`src/hw/rtl/sfd_pkg.sv`:
```
`timescale 1ns / 1ps

package sfd_pkg;

   localparam int BUFFER_DEPTH = 256;
   localparam int ADDR_W       = $clog2(BUFFER_DEPTH);
   localparam int LEN_W        = 9;
   localparam int ACTION_W     = 2;
   localparam int BYTE_W       = 8;
   localparam int STATUS_W     = 2;
   localparam int MODE_W       = 2;
   localparam int COUNT_W      = 32;
   localparam int CSR_DATA_W   = 32;
   localparam int CSR_ADDR_W   = 3;

   localparam logic [BYTE_W-1:0] CODE_END     = 8'hC0;
   localparam logic [BYTE_W-1:0] CODE_ESC     = 8'hDB;
   localparam logic [BYTE_W-1:0] CODE_ESC_END = 8'hDC;
   localparam logic [BYTE_W-1:0] CODE_ESC_ESC = 8'hDD;

   localparam logic [MODE_W-1:0] MODE_IDLE     = 2'd0;
   localparam logic [MODE_W-1:0] MODE_IN_FRAME = 2'd1;
   localparam logic [MODE_W-1:0] MODE_ESCAPED  = 2'd2;
   localparam logic [MODE_W-1:0] MODE_RESYNC   = 2'd3;

   localparam logic [STATUS_W-1:0] ST_NEED_MORE = 2'd0;
   localparam logic [STATUS_W-1:0] ST_READY     = 2'd1;
   localparam logic [STATUS_W-1:0] ST_ERROR     = 2'd2;

   localparam logic [ACTION_W-1:0] ACT_FEED    = 2'd0;
   localparam logic [ACTION_W-1:0] ACT_READ    = 2'd1;
   localparam logic [ACTION_W-1:0] ACT_RESTART = 2'd2;

   localparam logic [CSR_ADDR_W-1:0] REG_FRAME_CAPACITY = 3'd0;
   localparam logic [LEN_W-1:0]      CAPACITY_RESET     = LEN_W'(256);

endpackage

```
`src/hw/rtl/sfd_if.sv`:
```
`timescale 1ns / 1ps

interface sfd_req_if;
   logic                          valid;
   logic                          ready;
   logic [sfd_pkg::ACTION_W-1:0]  action;
   logic [sfd_pkg::BYTE_W-1:0]    data_byte;
   logic [sfd_pkg::BYTE_W-1:0]    read_index;

   modport source(output valid, action, data_byte, read_index, input ready);
   modport sink(input valid, action, data_byte, read_index, output ready);
endinterface

interface sfd_rsp_if;
   logic                          valid;
   logic                          ready;
   logic [sfd_pkg::STATUS_W-1:0]  status;
   logic [sfd_pkg::LEN_W-1:0]     frame_length;
   logic [sfd_pkg::BYTE_W-1:0]    read_data;
   logic [sfd_pkg::COUNT_W-1:0]   frames_ok_count;
   logic [sfd_pkg::COUNT_W-1:0]   overflow_count;
   logic [sfd_pkg::COUNT_W-1:0]   bad_escape_count;
   logic [sfd_pkg::COUNT_W-1:0]   dropped_count;

   modport source(output valid, status, frame_length, read_data, frames_ok_count,
                  overflow_count, bad_escape_count, dropped_count, input ready);
   modport sink(input valid, status, frame_length, read_data, frames_ok_count,
                overflow_count, bad_escape_count, dropped_count, output ready);
endinterface

```
`src/hw/rtl/sfd_csr.sv`:
```
`timescale 1ns / 1ps

module sfd_csr (
   input  logic                            clock,
   input  logic                            reset,
   input  logic                            csr_psel,
   input  logic                            csr_penable,
   input  logic                            csr_pwrite,
   input  logic [sfd_pkg::CSR_ADDR_W-1:0]  csr_paddr,
   input  logic [sfd_pkg::CSR_DATA_W-1:0]  csr_pwdata,
   output logic [sfd_pkg::CSR_DATA_W-1:0]  csr_prdata,
   output logic                            csr_pready,
   output logic [sfd_pkg::LEN_W-1:0]       capacity
);

   logic [sfd_pkg::LEN_W-1:0] capacity_ff;
   logic [sfd_pkg::LEN_W-1:0] capacity_in;
   logic                      write_hit;

   assign csr_pready = 1'b1;
   assign write_hit  = csr_psel && csr_penable && csr_pwrite
                       && (csr_paddr == sfd_pkg::REG_FRAME_CAPACITY);

   always_comb begin
      capacity_in = capacity_ff;
      if (write_hit) begin
         capacity_in = csr_pwdata[sfd_pkg::LEN_W-1:0];
      end
   end

   always_ff @(posedge clock) begin
      if (reset) begin
         capacity_ff <= sfd_pkg::CAPACITY_RESET;
      end else begin
         capacity_ff <= capacity_in;
      end
   end

   always_comb begin
      csr_prdata = '0;
      if (csr_paddr == sfd_pkg::REG_FRAME_CAPACITY) begin
         csr_prdata = sfd_pkg::CSR_DATA_W'(capacity_ff);
      end
   end

   assign capacity = capacity_ff;

endmodule

```
`src/hw/rtl/slip_frame_decoder.sv`:
```
`timescale 1ns / 1ps

// response: the response to each request transaction is registered
// throughput: one transaction per cycle while the response side is not stalled, set by the
// frame buffer taking one write or one read and the state update in one step
// reset: synchronous, clears decoder mode, frame length and the four totals;
// capacity returns to 256, buffer contents are left as they are
module slip_frame_decoder (
   input  logic                            clock,
   input  logic                            reset,
   sfd_req_if.sink                         req_chan,
   sfd_rsp_if.source                       rsp_chan,
   input  logic                            csr_psel,
   input  logic                            csr_penable,
   input  logic                            csr_pwrite,
   input  logic [sfd_pkg::CSR_ADDR_W-1:0]  csr_paddr,
   input  logic [sfd_pkg::CSR_DATA_W-1:0]  csr_pwdata,
   output logic [sfd_pkg::CSR_DATA_W-1:0]  csr_prdata,
   output logic                            csr_pready
);

   logic [sfd_pkg::LEN_W-1:0]    capacity;
   logic [sfd_pkg::LEN_W-1:0]    cap_eff;

   logic [sfd_pkg::MODE_W-1:0]   mode_ff,  mode_in;
   logic [sfd_pkg::LEN_W-1:0]    len_ff,   len_in;
   logic [sfd_pkg::COUNT_W-1:0]  ok_ff,    ok_in;
   logic [sfd_pkg::COUNT_W-1:0]  ovf_ff,   ovf_in;
   logic [sfd_pkg::COUNT_W-1:0]  bad_ff,   bad_in;
   logic [sfd_pkg::COUNT_W-1:0]  drop_ff,  drop_in;

   logic                         out_valid_ff, out_valid_in;
   logic [sfd_pkg::STATUS_W-1:0] status_ff,    status_in;
   logic                         rd_ok_ff,     rd_ok_in;

   logic [sfd_pkg::BYTE_W-1:0]   mem [sfd_pkg::BUFFER_DEPTH];
   logic [sfd_pkg::BYTE_W-1:0]   mem_q_ff;

   logic                         accept;
   logic                         store;
   logic [sfd_pkg::BYTE_W-1:0]   store_val;
   logic [sfd_pkg::LEN_W-1:0]    base;
   logic                         wr_en;
   logic [sfd_pkg::ADDR_W-1:0]   wr_addr;
   logic                         rd_en;

   sfd_csr u_csr (
      .clock       (clock),
      .reset       (reset),
      .csr_psel    (csr_psel),
      .csr_penable (csr_penable),
      .csr_pwrite  (csr_pwrite),
      .csr_paddr   (csr_paddr),
      .csr_pwdata  (csr_pwdata),
      .csr_prdata  (csr_prdata),
      .csr_pready  (csr_pready),
      .capacity    (capacity)
   );

   assign cap_eff = (capacity > sfd_pkg::LEN_W'(sfd_pkg::BUFFER_DEPTH))
                    ? sfd_pkg::LEN_W'(sfd_pkg::BUFFER_DEPTH) : capacity;

   assign req_chan.ready = !out_valid_ff || rsp_chan.ready;
   assign accept         = req_chan.valid && req_chan.ready;

   always_comb begin
      mode_in   = mode_ff;
      len_in    = len_ff;
      ok_in     = ok_ff;
      ovf_in    = ovf_ff;
      bad_in    = bad_ff;
      drop_in   = drop_ff;
      status_in = status_ff;
      rd_ok_in  = rd_ok_ff;
      store     = 1'b0;
      store_val = req_chan.data_byte;
      base      = len_ff;
      wr_en     = 1'b0;
      wr_addr   = len_ff[sfd_pkg::ADDR_W-1:0];
      rd_en     = 1'b0;
      if (accept) begin
         status_in = sfd_pkg::ST_NEED_MORE;
         rd_ok_in  = 1'b0;
         unique case (req_chan.action)
            sfd_pkg::ACT_FEED: begin
               if (mode_ff == sfd_pkg::MODE_IDLE) begin
                  base = '0;
               end
               len_in = base;
               unique case (mode_ff)
                  sfd_pkg::MODE_IDLE: begin
                     if (req_chan.data_byte == sfd_pkg::CODE_END) begin
                        mode_in = sfd_pkg::MODE_IDLE;
                     end else if (req_chan.data_byte == sfd_pkg::CODE_ESC) begin
                        mode_in = sfd_pkg::MODE_ESCAPED;
                     end else begin
                        mode_in = sfd_pkg::MODE_IN_FRAME;
                        store   = 1'b1;
                     end
                  end
                  sfd_pkg::MODE_IN_FRAME: begin
                     if (req_chan.data_byte == sfd_pkg::CODE_END) begin
                        mode_in = sfd_pkg::MODE_IDLE;
                        if (base != '0) begin
                           ok_in     = ok_ff + 1'b1;
                           status_in = sfd_pkg::ST_READY;
                        end
                     end else if (req_chan.data_byte == sfd_pkg::CODE_ESC) begin
                        mode_in = sfd_pkg::MODE_ESCAPED;
                     end else begin
                        store = 1'b1;
                     end
                  end
                  sfd_pkg::MODE_ESCAPED: begin
                     if (req_chan.data_byte == sfd_pkg::CODE_ESC_END) begin
                        mode_in   = sfd_pkg::MODE_IN_FRAME;
                        store     = 1'b1;
                        store_val = sfd_pkg::CODE_END;
                     end else if (req_chan.data_byte == sfd_pkg::CODE_ESC_ESC) begin
                        mode_in   = sfd_pkg::MODE_IN_FRAME;
                        store     = 1'b1;
                        store_val = sfd_pkg::CODE_ESC;
                     end else begin
                        bad_in    = bad_ff + 1'b1;
                        drop_in   = drop_ff + 1'b1;
                        len_in    = '0;
                        status_in = sfd_pkg::ST_ERROR;
                        mode_in   = (req_chan.data_byte == sfd_pkg::CODE_END)
                                    ? sfd_pkg::MODE_IDLE : sfd_pkg::MODE_RESYNC;
                     end
                  end
                  default: begin
                     if (req_chan.data_byte == sfd_pkg::CODE_END) begin
                        mode_in = sfd_pkg::MODE_IDLE;
                     end
                  end
               endcase
               if (store) begin
                  if (base >= cap_eff) begin
                     ovf_in    = ovf_ff + 1'b1;
                     drop_in   = drop_ff + 1'b1;
                     len_in    = '0;
                     mode_in   = sfd_pkg::MODE_RESYNC;
                     status_in = sfd_pkg::ST_ERROR;
                  end else begin
                     wr_en   = 1'b1;
                     wr_addr = base[sfd_pkg::ADDR_W-1:0];
                     len_in  = base + 1'b1;
                  end
               end
            end
            sfd_pkg::ACT_READ: begin
               rd_en    = 1'b1;
               rd_ok_in = (sfd_pkg::LEN_W'(req_chan.read_index) < len_ff);
            end
            sfd_pkg::ACT_RESTART: begin
               len_in  = '0;
               mode_in = sfd_pkg::MODE_IDLE;
            end
            default: begin
               mode_in = mode_ff;
            end
         endcase
      end
   end

   always_comb begin
      out_valid_in = out_valid_ff;
      if (accept) begin
         out_valid_in = 1'b1;
      end else if (rsp_chan.ready) begin
         out_valid_in = 1'b0;
      end
   end

   always_ff @(posedge clock) begin
      if (reset) begin
         mode_ff      <= sfd_pkg::MODE_IDLE;
         len_ff       <= '0;
         ok_ff        <= '0;
         ovf_ff       <= '0;
         bad_ff       <= '0;
         drop_ff      <= '0;
         out_valid_ff <= 1'b0;
      end else begin
         mode_ff      <= mode_in;
         len_ff       <= len_in;
         ok_ff        <= ok_in;
         ovf_ff       <= ovf_in;
         bad_ff       <= bad_in;
         drop_ff      <= drop_in;
         out_valid_ff <= out_valid_in;
      end
   end

   always_ff @(posedge clock) begin
      status_ff <= status_in;
      rd_ok_ff  <= rd_ok_in;
   end

   // frame buffer, one write or one read per transaction
   always_ff @(posedge clock) begin
      if (wr_en) begin
         mem[wr_addr] <= store_val;
      end
   end

   always_ff @(posedge clock) begin
      if (rd_en) begin
         mem_q_ff <= mem[req_chan.read_index[sfd_pkg::ADDR_W-1:0]];
      end
   end

   assign rsp_chan.valid            = out_valid_ff;
   assign rsp_chan.status           = status_ff;
   assign rsp_chan.frame_length     = len_ff;
   assign rsp_chan.read_data        = rd_ok_ff ? mem_q_ff : '0;
   assign rsp_chan.frames_ok_count  = ok_ff;
   assign rsp_chan.overflow_count   = ovf_ff;
   assign rsp_chan.bad_escape_count = bad_ff;
   assign rsp_chan.dropped_count    = drop_ff;

endmodule
```
`src/flat_wrapper.sv`:
```
// flat-port wrapper written by rule: the top's interface ports become plain ports
module slip_frame_decoder_flat 
  (clock, reset, csr_psel, csr_penable, csr_pwrite, csr_paddr, csr_pwdata, csr_prdata, csr_pready, req_chan_valid, req_chan_action, req_chan_data_byte, req_chan_read_index, req_chan_ready, rsp_chan_valid, rsp_chan_status, rsp_chan_frame_length, rsp_chan_read_data, rsp_chan_frames_ok_count, rsp_chan_overflow_count, rsp_chan_bad_escape_count, rsp_chan_dropped_count, rsp_chan_ready);
  sfd_req_if req_chan_i ();
  sfd_rsp_if rsp_chan_i ();
  input  logic clock;
  input  logic reset;
  input  logic csr_psel;
  input  logic csr_penable;
  input  logic csr_pwrite;
  input  logic [sfd_pkg::CSR_ADDR_W-1:0] csr_paddr;
  input  logic [sfd_pkg::CSR_DATA_W-1:0] csr_pwdata;
  output logic [sfd_pkg::CSR_DATA_W-1:0] csr_prdata;
  output logic csr_pready;
  input wire logic [$bits(req_chan_i.valid)-1:0] req_chan_valid;
  input wire logic [$bits(req_chan_i.action)-1:0] req_chan_action;
  input wire logic [$bits(req_chan_i.data_byte)-1:0] req_chan_data_byte;
  input wire logic [$bits(req_chan_i.read_index)-1:0] req_chan_read_index;
  output wire logic [$bits(req_chan_i.ready)-1:0] req_chan_ready;
  output wire logic [$bits(rsp_chan_i.valid)-1:0] rsp_chan_valid;
  output wire logic [$bits(rsp_chan_i.status)-1:0] rsp_chan_status;
  output wire logic [$bits(rsp_chan_i.frame_length)-1:0] rsp_chan_frame_length;
  output wire logic [$bits(rsp_chan_i.read_data)-1:0] rsp_chan_read_data;
  output wire logic [$bits(rsp_chan_i.frames_ok_count)-1:0] rsp_chan_frames_ok_count;
  output wire logic [$bits(rsp_chan_i.overflow_count)-1:0] rsp_chan_overflow_count;
  output wire logic [$bits(rsp_chan_i.bad_escape_count)-1:0] rsp_chan_bad_escape_count;
  output wire logic [$bits(rsp_chan_i.dropped_count)-1:0] rsp_chan_dropped_count;
  input wire logic [$bits(rsp_chan_i.ready)-1:0] rsp_chan_ready;
  assign req_chan_i.valid = req_chan_valid;
  assign req_chan_i.action = req_chan_action;
  assign req_chan_i.data_byte = req_chan_data_byte;
  assign req_chan_i.read_index = req_chan_read_index;
  assign req_chan_ready = req_chan_i.ready;
  assign rsp_chan_valid = rsp_chan_i.valid;
  assign rsp_chan_status = rsp_chan_i.status;
  assign rsp_chan_frame_length = rsp_chan_i.frame_length;
  assign rsp_chan_read_data = rsp_chan_i.read_data;
  assign rsp_chan_frames_ok_count = rsp_chan_i.frames_ok_count;
  assign rsp_chan_overflow_count = rsp_chan_i.overflow_count;
  assign rsp_chan_bad_escape_count = rsp_chan_i.bad_escape_count;
  assign rsp_chan_dropped_count = rsp_chan_i.dropped_count;
  assign rsp_chan_i.ready = rsp_chan_ready;
  slip_frame_decoder u_core (.clock(clock), .reset(reset), .req_chan(req_chan_i), .rsp_chan(rsp_chan_i), .csr_psel(csr_psel), .csr_penable(csr_penable), .csr_pwrite(csr_pwrite), .csr_paddr(csr_paddr), .csr_pwdata(csr_pwdata), .csr_prdata(csr_prdata), .csr_pready(csr_pready));
endmodule
```
`config.mk`:
```
export PLATFORM = sky130hd
export DESIGN_NAME = slip_frame_decoder_flat
export DESIGN_NICKNAME = d
export VERILOG_FILES = /design/src/hw/rtl/sfd_pkg.sv /design/src/hw/rtl/sfd_if.sv /design/src/hw/rtl/sfd_csr.sv /design/src/hw/rtl/slip_frame_decoder.sv /design/src/flat_wrapper.sv
export SDC_FILE = /design/constraint.sdc
export NUM_CORES = 2
export LEC_CHECK = 0
export ABC_CLOCK_PERIOD_IN_PS = 7650
export BUFFER_PORTS_ARGS = -buffer_cell sky130_fd_sc_hd__buf_2
export CAP_MARGIN = 20
export CORE_MARGIN = 3
export CORE_UTILIZATION = 40
export CTS_CLUSTER_DIAMETER = 30
export CTS_CLUSTER_SIZE = 12
export DETAILED_ROUTE_END_ITERATION = 12
export HOLD_SLACK_MARGIN = 0.05
export SLEW_MARGIN = 20
export SYNTH_ARGS = -nofsm -noshare
export SYNTH_HDL_FRONTEND = slang
export SYNTH_SLANG_ARGS = --single-unit
```
`constraint.sdc`:
```
create_clock -name clock -period 7.65 [get_ports clock]
set_input_delay 1.1475 -clock clock [delete_from_list [all_inputs] [get_ports clock]]
set_output_delay 1.1475 -clock clock [all_outputs]
set_load 0.005 [all_outputs]
```
# Word-level counts from Yosys, hierarchy flattened
# Memories as Yosys holds them, arrays and structs flattened. A register that Yosys moved wholly into a read port is not among the register bits.
# Cells that the tools add are included.
# totals
ff_bits	152
latch_bits	0
mem_bits_rw	2048
mem_bits_ro	0
in_bits	60
out_inout_bits	182
wordCells	109
memories	1
# classes
add_sub_neg	5
multipliers	0
div	0
n_lt_le_gt_ge	3
n_eq_ne	8
n_shift	0
n_mux	62
bitwise_logic	2
n_reduce_logical	18
# memory_table
memory	depth	width	rd	rd_ports_with_merged_regs	write_ports	line_no	source
u_core.mem	256	8	1	1	1	slip_frame_decoder.sv:36	logic [sfd_pkg::BYTE_W-1:0] mem [sfd_pkg::BUFFER_DEPTH];
# ops
operator	count
two-way mux 32 bit	5
adder 32 x 1 -> 32 bit (second input constant)	4
two-way mux 9 bit	10
two-way mux 8 bit	10
== test 8 bit (second input constant)	4
two-way mux 2 bit	15
one-hot mux 9 bit (2 select lines)	1
two-way mux 1 bit	17
AND reduction 5 bit	2
adder 9 x 1 -> 9 bit (second input constant)	1
greater-or-equal comparator 9 bit	1
greater-than comparator 9 bit (second input constant)	1
less-than comparator 8 x 9 -> 1 bit	1
nonzero test 9 bit	1
one-hot mux 2 bit (2 select lines)	2
one-hot mux 2 bit (3 select lines)	1
== test 2 x 1 -> 1 bit (second input constant)	2
== test 2 bit (second input constant)	2
logical AND 1 bit	4
logical NOT 2 bit	2
AND reduction 2 bit	2
AND reduction 4 bit	1
nonzero test 2 bit	2
logical NOT 3 bit	1
other kinds (5)	6

# Longest topological paths before layout
# depth
word_depth	11
mapped_depth	16
mapped_depth_nobuf	11

# Cells and area by module
# A second synthesis with hierarchy kept.
# unflattened
hier_cells	4623
hier_area_um2	87926.8
# by_module_without_submodules
mod	instances	cells_per_inst	area_per_inst_um2
slip_frame_decoder	1	4548	87242.4
sfd_csr	1	75	684.4

# Least setup slack after synthesis
# Ideal clock, no wire load.
# synth_timing
path_kind	input-to-reg
start	in req_chan_data_byte[0]
end	mem u_core.mem[0][0] (netlist bit) (data pin)
setup_ps	1012
arrival_ps	4973
required_time_ps	6638
path_slack_ps	1664
cell_stages	1
n_path_buf	1
cell_sequence	clkbuf_1
# synth_via
elab_chain_len	6
# synth_lines
element	line_no	source
from (decl)	flat_wrapper.sv:17	input wire logic [$bits(req_chan_i.data_byte)-1:0] req_chan_data_byte;
== test 8 bit	slip_frame_decoder.sv:119	end else if (req_chan.data_byte == sfd_pkg::CODE_ESC_ESC) begin
two-way mux 8 bit	slip_frame_decoder.sv:119	
two-way mux 8 bit	slip_frame_decoder.sv:115	if (req_chan.data_byte == sfd_pkg::CODE_ESC_END) begin
two-way mux 8 bit	slip_frame_decoder.sv:90	unique case (mode_ff)
two-way mux 8 bit	slip_frame_decoder.sv:84	unique case (req_chan.action)
two-way mux 8 bit (*)	slip_frame_decoder.sv:81	if (accept) begin
to (decl)	slip_frame_decoder.sv:36	
# Mark *: on every way between the ends. The rest lies on a longest branch, timed or not.

# Worst setup path in the final report
# layout_timing
start	reg u_core.mode_ff[0] (netlist bit)
end	mem u_core.mem[49][3] (netlist bit), enable pin
# layout_via
elab_chain_len	11
# layout_lines
element	line_no	source
from (decl)	slip_frame_decoder.sv:25	logic [sfd_pkg::MODE_W-1:0] mode_ff, mode_in;
from (signal assigned)	slip_frame_decoder.sv:178	mode_ff <= sfd_pkg::MODE_IDLE;
from (signal assigned)	slip_frame_decoder.sv:186	mode_ff <= mode_in;
logical NOT 2 bit	slip_frame_decoder.sv:86, slip_frame_decoder.sv:90	
two-way mux 9 bit	slip_frame_decoder.sv:86	if (mode_ff == sfd_pkg::MODE_IDLE) begin
two-way mux 9 bit	slip_frame_decoder.sv:84	
two-way mux 9 bit	slip_frame_decoder.sv:81	
greater-or-equal comparator 9 bit	slip_frame_decoder.sv:139	if (base >= cap_eff) begin
two-way mux 1 bit	slip_frame_decoder.sv:139	
two-way mux 1 bit	slip_frame_decoder.sv:138	if (store) begin
two-way mux 1 bit	slip_frame_decoder.sv:84	
two-way mux 1 bit	slip_frame_decoder.sv:81	
two-way mux 1 bit	slip_frame_decoder.sv:203	if (wr_en) begin
two-way mux 1 bit (not written as such)	slip_frame_decoder.sv:204	mem[wr_addr] <= store_val;
# Several ways; a longest one is shown, not always the timed one. The select of a mux whose other input is x is not followed.

==> results.sh <==
export IMPL_core_rowCount=171
export IMPL_grt_pass1_vias=48051
export IMPL_grt_pass1_wl_um=335000
export IMPL_skew_ns=0.0602
export IMPL_clockBufferDepth=4
export IMPL_die_w_um=475
export IMPL_critical_path_peak_fanout=21
export IMPL_synth_xor_area_frac=0.00558
export IMPL_num_nets_final=5253
export IMPL_cts_sinks=2208
export IMPL_start_util=0.403
export IMPL_drive_gt1_frac=0.299
export IMPL_p_sw_frac=0.209
export IMPL_wl_um=230000
export IMPL_yosys_warnings=0
export IMPL_power_density_nw_per_um2=309
export IMPL_synth_compound_gate_area_share=0.0288
export IMPL_cts_max_level=5
export IMPL_synth_cell_type_count=66
export IMPL_synth_avg_cell_area_um2=18.9
export IMPL_setup_violations=0
export IMPL_numCtsBuffers=439
export IMPL_p_leak_nw=35.2
export IMPL_clk_root_buffer_cell="clkbuf_16"
export IMPL_grt_usage=0.202
export IMPL_synthCells=4643
export IMPL_portBuffers=194
export IMPL_finalMaxSlewViolations=0
export IMPL_post_route_min_period_ns=5.59
export IMPL_multiInputGateArea_um2=21700
export IMPL_synthMuxAreaShare=0.156
export IMPL_fill_cells=17669
export IMPL_hold_viol=0
export IMPL_die_y_um=475
export IMPL_outcome="finished, final reports clean"
export IMPL_fin_setup_tns_ns=0
export IMPL_clockPowerShare=0.568
export IMPL_grt_overflow=0
export IMPL_post_cts_resized=0
export IMPL_syn_to_final_growth_pct=22.2
export IMPL_wl_per_cell_um=27.4
export IMPL_first_iter_violations=4767
export IMPL_critPathArrivalTime_ns=6.11
export IMPL_cap_viol_max_count=0
export IMPL_min_period_over_period=0.731
export IMPL_via_count=47238
export IMPL_start_kind="flop"
export IMPL_clkTransAtPathRegs_ns=0.04
export IMPL_core_area_um2=218000
export IMPL_p_sw_w=0.00693
export IMPL_netlist_area_leader_share=0.704
export IMPL_ys_async_sr_fraction=0
export IMPL_worst_slack_ns=2.06
export IMPL_antenna_found_initial=8
export IMPL_hpwl_um=138000
export IMPL_clock_latency_ns=0.94
export IMPL_synth_flop_cell="edfxtp_1"
export IMPL_syn_area_um2=87800
export IMPL_endpoint_kind="flop"
export IMPL_synth_edf_count=2059
export IMPL_p_seq_frac=0.399
export IMPL_hp_class="reg -> reg"
export IMPL_postCtsSetupBuffers=0
export IMPL_dieArea_um2=225000
export IMPL_regArea_um2=64800
export IMPL_slew_headroom=0.226
export IMPL_ios=242
export IMPL_cp_slowest_stage_delay_ns=1.01
export IMPL_post_place_ws_ns=1.90
export IMPL_rsz0062_at_grt="false"
export IMPL_worst_path_max_delay_cell="nor2_1"
export IMPL_cp_required_ns=8.17
export IMPL_internal_power_w=0.0263
export IMPL_ctsHoldBuffers=0
export IMPL_cts_tree="yes"
export IMPL_ys_ff_latch=2208
export IMPL_netlist_top_cells_area="edfxtp_1 70%, mux4_2 14%, dfxtp_1 3.4%"
export IMPL_synth_top_area_cell="edfxtp_1"
export IMPL_yosys_area_share_simple=0.0507
export IMPL_synth_seq_area_share=0.738
export IMPL_grt_max_degree=153
export IMPL_fin_total_pwr_w=0.0332
export IMPL_ir_worst_vdd_uv=205
export IMPL_dp_cells=7580
export IMPL_gp_congestion=0.823
export IMPL_drc_errors=0
export IMPL_drt_vias_per_instance=5.64
export IMPL_final_util=0.493
export IMPL_final_antenna_net_count=0
export IMPL_path_class="reg -> reg"
export IMPL_synth_top_family_by_area="multiplexers"
export IMPL_synth_adder_area_share=0.00370
export IMPL_drt_pre_antenna_iters=6
export IMPL_combPwrFrac=0.033
export IMPL_fmax_mhz=179
export IMPL_layout_cells_non_filler=8377
export IMPL_path_cells="inv_1 -> ha_1 -> buf_4 -> nor2_1 -> ha_1 -> and4_1 -> nand3_1 -> nand2_1 -> a41o_1 -> nor3_2 -> nand4_1 -> nor2_1"
export IMPL_tightest_slew_ns=1.16
[kinds of logic (layout without fill, tap and decap cells)]
family,count (synthesis),in the layout
AO/OA/AOI/OAI,392,392
XOR/XNOR,56,56
adder cells (fa/ha/maj),26,26
buffers and inverters,323,1179
flip-flops,2208,2208
multiplexers,702,702
other,2,26
AND/OR/NAND/NOR,934,934
[metrics by stage]
stage / instance area [um2] / hold slack, ns
finish: 107000 / 0.484
global route: 107000 / 0.462
CTS: 107000 / 0.408
detailed placement: 92600 / 0.473
global placement: 92600 / 0.461
floorplan: 87900 / 0.440
[cell usage in the layout, fill, tap and decap left out, types with 32 or more instances in the layout]
cell,count
mux2_2,34
nand3_1,72
buf_4,135
mux4_2,533
a21oi_1,139
mux2i_1,135
xor2_1,32
clkinv_2,71
dfxtp_1,149
nor3_1,75
edfxtp_1,2059
inv_1,40
o21ai_0,42
inv_6,37
bufinv_16,57
clkbuf_16,444
nor2_1,358
a22oi_1,37
nand4_1,55
clkbuf_1,45
o22ai_1,38
clkinvlp_4,48
nor2b_1,39
buf_2,184
clkinv_1,47
nand2_1,158
[layer usage]
layer,part of all wire,vias up,global-route usage
met1,0.41,24769,0.277
met2,0.48,1970,0.321
met5,0.00010,-,0
met3,0.084,401,0.0517
li1,-,20094,-
met4,0.026,4,0.0592
[sequential cells by signal (all words and copies together), names as in the netlist]
| signal | count |
|---|---|
| u_core.mem | 2048 |
| u_core.mem_q_ff | 8 |
| u_core.mode_ff | 2 |
| u_core.rd_ok_ff | 1 |
| u_core.rsp_chan.bad_escape_count | 32 |
| u_core.rsp_chan.dropped_count | 32 |
| u_core.rsp_chan.frame_length | 9 |
| u_core.rsp_chan.frames_ok_count | 32 |
| u_core.rsp_chan.overflow_count | 32 |
| u_core.rsp_chan.status | 2 |
| u_core.rsp_chan.valid | 1 |
| u_core.u_csr.capacity | 9 |
[Yosys cell counts, drive strengths merged (19+ instances only)]
cell type  number
a211oi         19
a21oi         139
a22oi          37
and2           31
and3           21
buf           137
clkbuf        143
dfxtp         149
edfxtp       2059
ha             26
inv            40
mux2           34
mux2i         135
mux4          533
nand2         159
nand3          77
nand4          55
nor2          362
nor2b          41
nor3           78
o21ai          44
o221ai         21
o22ai          38
or3            31
xnor2          24
xor2           32
[worst paths after layout]
check | start | endpoint | slack [ns] | depth (start not counted)
worst max register to register | u_core.mode_ff[0]$_SDFFE_PP0P_ | u_core.mem[49][3]$_DFFE_PP_ | 2.06 | 12
worst min register to register | u_core.u_csr.capacity[0]$_SDFFE_PP0P_ | u_core.u_csr.capacity[0]$_SDFFE_PP0P_ | 0.48 | 2
worst min-delay path | u_core.u_csr.capacity[0]$_SDFFE_PP0P_ | u_core.u_csr.capacity[0]$_SDFFE_PP0P_ | 0.48 | 2
worst max-delay path | u_core.mode_ff[0]$_SDFFE_PP0P_ | u_core.mem[49][3]$_DFFE_PP_ | 2.06 | 12
[worst max-delay path: cells and delay by family, from the launching register on]
family,cells,cell delay [ns]
AND/OR/NAND/NOR,7,3.62
adder cells (fa/ha/maj),2,0.54
flip-flops,1,0.37
AO/OA/AOI/OAI,1,0.34
buffers and inverters,2,0.31
[cell type report]
cell class,instances,share of cell area
Multi-Input combinational cell,2134,0.202
Timing Repair Buffer,341,0.0218
Antenna cell,2,0.0000466
Sequential cell,2208,0.604
Clock buffer,503,0.107
Tap cell,2854,0.0333
Inverter,43,0.00150
Clock inverter,292,0.0304
[power by group through the flow]
stage               clock [W]  sequential [W]  combinational, W
floorplan                   0          0.0135          0.000691
global placement            0          0.0135           0.00109
detailed placement          0          0.0135           0.00111
CTS                    0.0191          0.0132           0.00111
global route           0.0197          0.0132           0.00117
finish                 0.0189          0.0132           0.00110
No activity file was read; power rests on OpenSTA's default activity.
